<file path="src/rtl/pcf_pkg.sv">
// ----------------------------------------------------------------------------
// pcf_pkg
// Types and constants of the pixel colour filter: pixel beats, filter
// modes and the sepia matrix in unsigned fixed point.
// ----------------------------------------------------------------------------
package pcf_pkg;

    localparam int CHANNEL_BITS   = 8;
    localparam int COEF_FRAC_BITS = 10;
    localparam int MODE_BITS      = 4;
    localparam int COEF_BITS      = COEF_FRAC_BITS;
    localparam int ACC_BITS       = CHANNEL_BITS + COEF_BITS + 2;

    localparam logic [CHANNEL_BITS-1:0] CHAN_MAX = {CHANNEL_BITS{1'b1}};

    // coefficient per mille, rounded half up to Q0.COEF_FRAC_BITS
    localparam int SCALE = 2 ** COEF_FRAC_BITS;
    localparam logic [COEF_BITS-1:0] K_RR = COEF_BITS'((393 * SCALE + 500) / 1000);
    localparam logic [COEF_BITS-1:0] K_RG = COEF_BITS'((769 * SCALE + 500) / 1000);
    localparam logic [COEF_BITS-1:0] K_RB = COEF_BITS'((189 * SCALE + 500) / 1000);
    localparam logic [COEF_BITS-1:0] K_GR = COEF_BITS'((349 * SCALE + 500) / 1000);
    localparam logic [COEF_BITS-1:0] K_GG = COEF_BITS'((686 * SCALE + 500) / 1000);
    localparam logic [COEF_BITS-1:0] K_GB = COEF_BITS'((168 * SCALE + 500) / 1000);
    localparam logic [COEF_BITS-1:0] K_BR = COEF_BITS'((272 * SCALE + 500) / 1000);
    localparam logic [COEF_BITS-1:0] K_BG = COEF_BITS'((534 * SCALE + 500) / 1000);
    localparam logic [COEF_BITS-1:0] K_BB = COEF_BITS'((131 * SCALE + 500) / 1000);

    localparam logic [ACC_BITS-1:0] ROUND_HALF = ACC_BITS'(1) << (COEF_FRAC_BITS - 1);

    typedef enum logic [MODE_BITS-1:0] {
        MODE_NONE     = 4'd0,
        MODE_SEPIA    = 4'd1,
        MODE_RED      = 4'd2,
        MODE_GREEN    = 4'd3,
        MODE_BLUE     = 4'd4,
        MODE_GRAY_R   = 4'd5,
        MODE_GRAY_G   = 4'd6,
        MODE_GRAY_B   = 4'd7,
        MODE_GRAY_MIN = 4'd8,
        MODE_GRAY_MAX = 4'd9,
        MODE_NEGATIVE = 4'd10
    } t_mode;

    typedef struct packed {
        logic [CHANNEL_BITS-1:0] red_in;
        logic [CHANNEL_BITS-1:0] green_in;
        logic [CHANNEL_BITS-1:0] blue_in;
    } t_pixel_in;

    typedef struct packed {
        logic [CHANNEL_BITS-1:0] red_out;
        logic [CHANNEL_BITS-1:0] green_out;
        logic [CHANNEL_BITS-1:0] blue_out;
    } t_pixel_out;

endpackage

</file>
<file path="src/rtl/pixel_color_filter_unit.sv">
// ----------------------------------------------------------------------------
// pixel_color_filter_unit
// Per-pixel colour filter: sepia matrix, single-channel, grey and negative
// modes selected by one configuration register.
// ----------------------------------------------------------------------------
// the result strobe rises once the pixel has passed the input register and the result register
// throughput: one pixel per cycle, busy is never raised
// the filter runs between an input register and a result register
// reset (synchronous, active low) clears the valid bits and sets the mode to none
// configuration is always ready and takes effect on the next pixel
module pixel_color_filter_unit (
    input  logic                            i_clk,
    input  logic                            i_rst_n,
    input  logic                            start,
    output logic                            busy,
    input  pcf_pkg::t_pixel_in              i_pixel,
    output logic                            o_res_valid,
    output pcf_pkg::t_pixel_out             o_result,
    input  logic                            i_cfg_valid,
    output logic                            o_cfg_ready,
    input  logic [pcf_pkg::MODE_BITS-1:0]   i_cfg_data
);

    localparam int CB = pcf_pkg::CHANNEL_BITS;
    localparam int AB = pcf_pkg::ACC_BITS;

    logic                      r_in_vld;
    pcf_pkg::t_pixel_in        r_px;
    logic [pcf_pkg::MODE_BITS-1:0] r_mode;
    logic                      r_res_vld;
    pcf_pkg::t_pixel_out       r_res;
    pcf_pkg::t_pixel_out       n_res;

    logic [AB-1:0]             acc_r;
    logic [AB-1:0]             acc_g;
    logic [AB-1:0]             acc_b;
    logic [CB-1:0]             sep_r;
    logic [CB-1:0]             sep_g;
    logic [CB-1:0]             sep_b;
    logic [CB-1:0]             px_min;
    logic [CB-1:0]             px_max;

    assign busy        = 1'b0;
    assign o_cfg_ready = 1'b1;

    always_ff @(posedge i_clk) begin
        if (!i_rst_n) begin
            r_in_vld  <= 1'b0;
            r_res_vld <= 1'b0;
            r_mode    <= pcf_pkg::MODE_NONE;
        end else begin
            r_in_vld  <= start && !busy;
            r_res_vld <= r_in_vld;
            if (i_cfg_valid && o_cfg_ready) begin
                r_mode <= i_cfg_data;
            end
        end
    end

    always_ff @(posedge i_clk) begin
        if (start && !busy) begin
            r_px <= i_pixel;
        end
        if (r_in_vld) begin
            r_res <= n_res;
        end
    end

    function automatic logic [CB-1:0] sat_round(input logic [AB-1:0] acc);
        logic [AB-1:0] rnd;
        rnd = (acc + pcf_pkg::ROUND_HALF) >> pcf_pkg::COEF_FRAC_BITS;
        return (rnd > AB'(pcf_pkg::CHAN_MAX)) ? pcf_pkg::CHAN_MAX : rnd[CB-1:0];
    endfunction

    always_comb begin
        acc_r = AB'(r_px.red_in) * AB'(pcf_pkg::K_RR)
              + AB'(r_px.green_in) * AB'(pcf_pkg::K_RG)
              + AB'(r_px.blue_in) * AB'(pcf_pkg::K_RB);
        acc_g = AB'(r_px.red_in) * AB'(pcf_pkg::K_GR)
              + AB'(r_px.green_in) * AB'(pcf_pkg::K_GG)
              + AB'(r_px.blue_in) * AB'(pcf_pkg::K_GB);
        acc_b = AB'(r_px.red_in) * AB'(pcf_pkg::K_BR)
              + AB'(r_px.green_in) * AB'(pcf_pkg::K_BG)
              + AB'(r_px.blue_in) * AB'(pcf_pkg::K_BB);
        sep_r = sat_round(acc_r);
        sep_g = sat_round(acc_g);
        sep_b = sat_round(acc_b);

        px_min = r_px.red_in;
        px_max = r_px.red_in;
        if (r_px.green_in < px_min) px_min = r_px.green_in;
        if (r_px.blue_in  < px_min) px_min = r_px.blue_in;
        if (r_px.green_in > px_max) px_max = r_px.green_in;
        if (r_px.blue_in  > px_max) px_max = r_px.blue_in;
    end

    always_comb begin
        n_res = '{red_out: r_px.red_in, green_out: r_px.green_in, blue_out: r_px.blue_in};
        unique case (r_mode)
            pcf_pkg::MODE_SEPIA: begin
                n_res = '{red_out: sep_r, green_out: sep_g, blue_out: sep_b};
            end
            pcf_pkg::MODE_RED: begin
                n_res = '{red_out: r_px.red_in, green_out: '0, blue_out: '0};
            end
            pcf_pkg::MODE_GREEN: begin
                n_res = '{red_out: '0, green_out: r_px.green_in, blue_out: '0};
            end
            pcf_pkg::MODE_BLUE: begin
                n_res = '{red_out: '0, green_out: '0, blue_out: r_px.blue_in};
            end
            pcf_pkg::MODE_GRAY_R: begin
                n_res = '{red_out: r_px.red_in, green_out: r_px.red_in,
                          blue_out: r_px.red_in};
            end
            pcf_pkg::MODE_GRAY_G: begin
                n_res = '{red_out: r_px.green_in, green_out: r_px.green_in,
                          blue_out: r_px.green_in};
            end
            pcf_pkg::MODE_GRAY_B: begin
                n_res = '{red_out: r_px.blue_in, green_out: r_px.blue_in,
                          blue_out: r_px.blue_in};
            end
            pcf_pkg::MODE_GRAY_MIN: begin
                n_res = '{red_out: px_min, green_out: px_min, blue_out: px_min};
            end
            pcf_pkg::MODE_GRAY_MAX: begin
                n_res = '{red_out: px_max, green_out: px_max, blue_out: px_max};
            end
            pcf_pkg::MODE_NEGATIVE: begin
                n_res = '{red_out: pcf_pkg::CHAN_MAX - r_px.red_in,
                          green_out: pcf_pkg::CHAN_MAX - r_px.green_in,
                          blue_out: pcf_pkg::CHAN_MAX - r_px.blue_in};
            end
            default: begin
                // no filter and unused codes pass the pixel through
                n_res = '{red_out: r_px.red_in, green_out: r_px.green_in,
                          blue_out: r_px.blue_in};
            end
        endcase
    end

    assign o_res_valid = r_res_vld;
    assign o_result    = r_res;

endmodule

</file>
<file path="config.mk">
export PLATFORM = sky130hd
export DESIGN_NAME = pixel_color_filter_unit
export DESIGN_NICKNAME = d
export VERILOG_FILES = /design/src/rtl/pcf_pkg.sv /design/src/rtl/pixel_color_filter_unit.sv
export SDC_FILE = /design/constraint.sdc
export NUM_CORES = 1
export LEC_CHECK = 0
export BUFFER_PORTS_ARGS = -buffer_cell sky130_fd_sc_hd__buf_2
export CAP_MARGIN = 20
export CORE_ASPECT_RATIO = 0.8
export CORE_MARGIN = 10
export CORE_UTILIZATION = 30
export CTS_BUF_LIST = sky130_fd_sc_hd__clkbuf_4 sky130_fd_sc_hd__clkbuf_8 sky130_fd_sc_hd__clkbuf_16
export DETAILED_ROUTE_END_ITERATION = 8
export PLACE_DENSITY = 0.42
export SETUP_SLACK_MARGIN = 0.4
export SYNTH_ARGS = -nofsm -noshare
export SYNTH_HDL_FRONTEND = slang
export SYNTH_SLANG_ARGS = --single-unit
</file>
<file path="constraint.sdc">
create_clock -name i_clk -period 10.2 [get_ports i_clk]
set_input_delay 0.51 -clock i_clk [delete_from_list [all_inputs] [get_ports i_clk]]
set_output_delay 0.51 -clock i_clk [all_outputs]
set_load 0.05 [all_outputs]
</file>
Word-level counts from Yosys, hierarchy flattened

Cells that the tools add are included.

Register bits: 54
Input port bits: 32
Output and inout port bits: 27
Logic and storage cells: 55

Add/sub/neg operators: 12
Multiply operators: 9
Order comparisons: 7
Equality and inequality tests: 10
Muxes and demuxes: 8

Operators with widths:

| kind                                                            | number |
|---|---|
| case mux 24 bit (10 select lines)                               | 1 |
| adder 19 x 16 -> 20 bit                                         | 3 |
| adder 20 x 10 -> 20 bit (second input constant)                 | 3 |
| adder 17 x 18 -> 19 bit                                         | 3 |
| 2-to-1 mux 8 bit                                                | 7 |
| multiplier 8 x 9 -> 17 bit (second input constant)              | 3 |
| multiplier 8 x 10 -> 18 bit (second input constant)             | 2 |
| greater-than comparator 10 x 8 -> 1 bit (second input constant) | 3 |
| multiplier 8 x 7 -> 15 bit (second input constant)              | 2 |
| subtractor 8 bit (first input constant)                         | 3 |
| equality test 4 x 3 -> 1 bit (second input constant)            | 4 |
| greater-than comparator 8 bit                                   | 2 |
| less-than comparator 8 bit                                      | 2 |
| multiplier 8 x 8 -> 16 bit (second input constant)              | 1 |
| multiplier 8 x 6 -> 14 bit (second input constant)              | 1 |
| equality test 4 bit (second input constant)                     | 3 |
| equality test 4 x 2 -> 1 bit (second input constant)            | 2 |
| equality test 4 x 1 -> 1 bit (second input constant)            | 1 |

Logic depth before layout (Yosys ltp)

Depth in word-level cells: 7
Gate-level depth with buffers: 34
Gate-level depth less buffers: 34

Worst setup path after synthesis

Ideal clock, no wire load.

Kind: reg-to-reg
Start: register r_px[13] (netlist name)
End: register r_res, in the netlist o_result[9], data pin
Setup time: 0.160 ns
Data arrival time: 7.450 ns
Required time: 10.040 ns
Slack: 2.590 ns
Stages on the path, launching flop included: 30
Path buffers: 0
Clock period less this slack: 7.610 ns
Cells stage by stage: edfxtp_1 -> fa_1 -> inv_1 -> fa_1 -> inv_1 -> fa_1 -> inv_1 -> fa_1 -> inv_1 -> ha_1 -> xnor2_1 -> ha_1 -> inv_1 -> fa_1 -> fa_1 -> inv_1 -> fa_1 -> inv_1 -> fa_1 -> inv_1 -> ha_1 -> o21a_1 -> nor2_1 -> o31ai_2 -> a21oi_1 -> o21ai_1 -> o21ai_0 -> nand3_1 -> a21oi_1 -> a41oi_1

RTL lines:

| item                   | line                          | RTL |
|---|---|---|
| start, declared        | pixel_color_filter_unit.sv:28 | `pcf_pkg::t_pixel_in r_px;` |
| start signal, assigned | pixel_color_filter_unit.sv:62 | `r_px <= i_pixel;` |
| end signal, assigned   | pixel_color_filter_unit.sv:65 | `r_res <= n_res;` |
| end, declared          | pixel_color_filter_unit.sv:31 | `pcf_pkg::t_pixel_out r_res;` |

==> run summary <==
Final setup fails - 0
Worst-margin pin slew - 1150 ps
Max_slew headroom - 22.6%
CTS max path bufs - 2
CTS Sinks - 54
Max-slew violations - 0
Final Cycle Share - 83.2%
Clk_skew - 12.5 ps
DRT Pass-1 Iters - 5
Count of cell types in the netlist - 75
Root Driver - clkbuf_16
RSZ-0062 raised after global routing - no
Worst EP arrival - 8640 ps
Setup TNS - 0 ps
CTS tree - built
Endpoints failing hold - 0
Worst EP required - 10,350 ps
Final HPWL DP - 43,000 µm
Max frequency - 118 MHz
Synth warnings - 0
Core Area - 49,500 µm²
CP Class - flip-flop to flip-flop
Die ar. - 59,300 µm²
Antenna Nets Post-Route - 0
Die width - 270 µm
Register area share after synthesis - 10.4%
Max incr delay on CP - 540 ps
Layout Nets - 2,235
Io pins - 59
Worst-path clk slew - 80 ps
TritonCTS buffer count - 5
Max_cap viols - 0
CP Launch Type - flip-flop
Share of layout cells above drive strength 1 - 7.67%
Area grow syn2layout - 9.55%
RePlAce Congestion - 0.901
Vias in the first global route - 11,900
Crit Path Max Fanout - 10
Crit end category - flip-flop
IO Port Bufs - 56
DR WL/cell - 21.7 µm
Largest net degree at the start of global routing - 26
Vias - 11,400
Initial Util - 30.3%
Syn Inst Count - 1,592
Post-cts sizing count - 0
Antenna violations before repair - 4
Post-CTS setup buffers - 0
DRC Markers - 0
GR Util All Layers - 17.3%
Main synth FF type - edfxtp_1
Largest area contributor in the netlist - ha_1
Maximum level of the CTS H-tree - 2
FF+latch count, synth - 54
Slowest CP cell - edfxtp_1
Worst Hold Class - input port to flip-flop
R2R cell count - 31
Post-synthesis async set-or-reset flop share - 0%
# rows - 73
Drt via density - 4.87
Remaining global-route overflow - 0
Top cells by area, synth - ha_1, fa_1, edfxtp_1
Wire length of the first global-routing pass - 76,600 µm
Post-synth top area share - 30.7%
Worst-skew pair later-pin latency - 310 ps
Status - completed
Hold-critical path depth - 1
Mapped Nets - 2,160
Die Ht - 220 µm
Syn avg cell area - 9.41 µm²
WL final - 50,900 µm
Drt initial violations - 773
Hold buffers post-CTS - 0
Post-Syn Area - 15,000 µm²
Final min period - 8480 ps
Crit path top cell by count - inv_1
Fin util - 33.2%
Post-synth EDFFs - 48
==> worst max-delay path: cells and delay by family (launching register included) <==
family	cells	cell delay, ps
xor+xnor	1	60
compound gates	8	2080
buf+inv	9	700
fa+ha+maj	10	4390
simple gates	3	510
flops	1	540
==> layer usage <==
layer  GRT usage [%]  routed length, µm  up-vias
met1            26.9              27100     5621
met4           0.954                259        0
met3            2.78               2960       11
met2            25.5              20600      256
li1                -                  -     5534
met5               0                  0        -
==> logic make-up after synthesis <==
logic type	after synthesis	synth area share, %
compound gates	305	14.0
xor+xnor	57	3.33
fa+ha+maj	536	53.2
buf+inv	397	10.0
flops	54	10.4
mux	7	0.476
other cells	2	0.0501
simple gates	234	8.51
==> synth_stat cells, drive strengths merged, types with 9 or more instances <==
library cell and n:
a211oi 9, nor2b 21, o211ai 16, o21a 19, xor2 19, nand4 9
a22oi 10, a21o 22, nor3 12, xnor2 38, a21oi 63, a41oi 9
clkbuf 15, o21ai 70, inv 380, nor2 31, edfxtp 48, a31oi 19
a21boi 15, ha 367, fa 169, nand3 48, nand2 53, and2 22
==> sequential cells by signal, indices dropped and copies added, names as in the netlist <==
signal       count
o_result        24
r_px            24
r_mode           4
o_res_valid      1
r_in_vld         1
==> metrics by stage <==
step / cell area (µm²) / hold WS (ps) / cells / worst slack [ps]
floorplan: 15000 / 548 / 1592 / 2590
global placement: 16300 / 610 / 2335 / 1910
detailed placement: 16300 / 612 / 2335 / 1740
CTS: 16400 / 360 / 2343 / 1710
global route: 16400 / 354 / 2343 / 1100
finish: 16400 / 367 / 2344 / 1720
==> worst paths after layout <==
| path | startpoint | slack, ps | to |
|---|---|---|---|
| setup / recovery | r_px[12]$_DFFE_PP_ | 1720 | o_result[8]$_DFFE_PP_ |
| hold / removal | i_pixel[22] | 370 | r_px[22]$_DFFE_PP_ |
| setup reg to reg | r_px[12]$_DFFE_PP_ | 1720 | o_result[8]$_DFFE_PP_ |
| hold reg to reg | r_mode[2]$_SDFFE_PN0P_ | 630 | r_mode[2]$_SDFFE_PN0P_ |
==> layout by cell type (no fill, tap or decap), types with 31 or more instances in the layout <==
cell,n
nand2_1,52
ha_1,367
a21oi_1,61
nor2_1,31
xnor2_1,38
fa_1,169
edfxtp_1,48
o21ai_0,66
nand3_1,47
buf_2,56
inv_1,380
==> area by class of cell <==
cell class / count / area (µm²)
Clock buffer: 5 / 125
Tap cell: 675 / 845
Timing Repair Buffer: 85 / 498
Multi-Input combinational cell: 1141 / 11900
Clock inverter: 3 / 28.8
Sequential cell: 54 / 1560
Inverter: 380 / 1430
Antenna cell: 1 / 2.50
Fill cell: 5208 / 33100
Power is left out: the tool's default activity adds up to more than one toggle a clock period on the data nets, which glitch-free logic cannot reach.
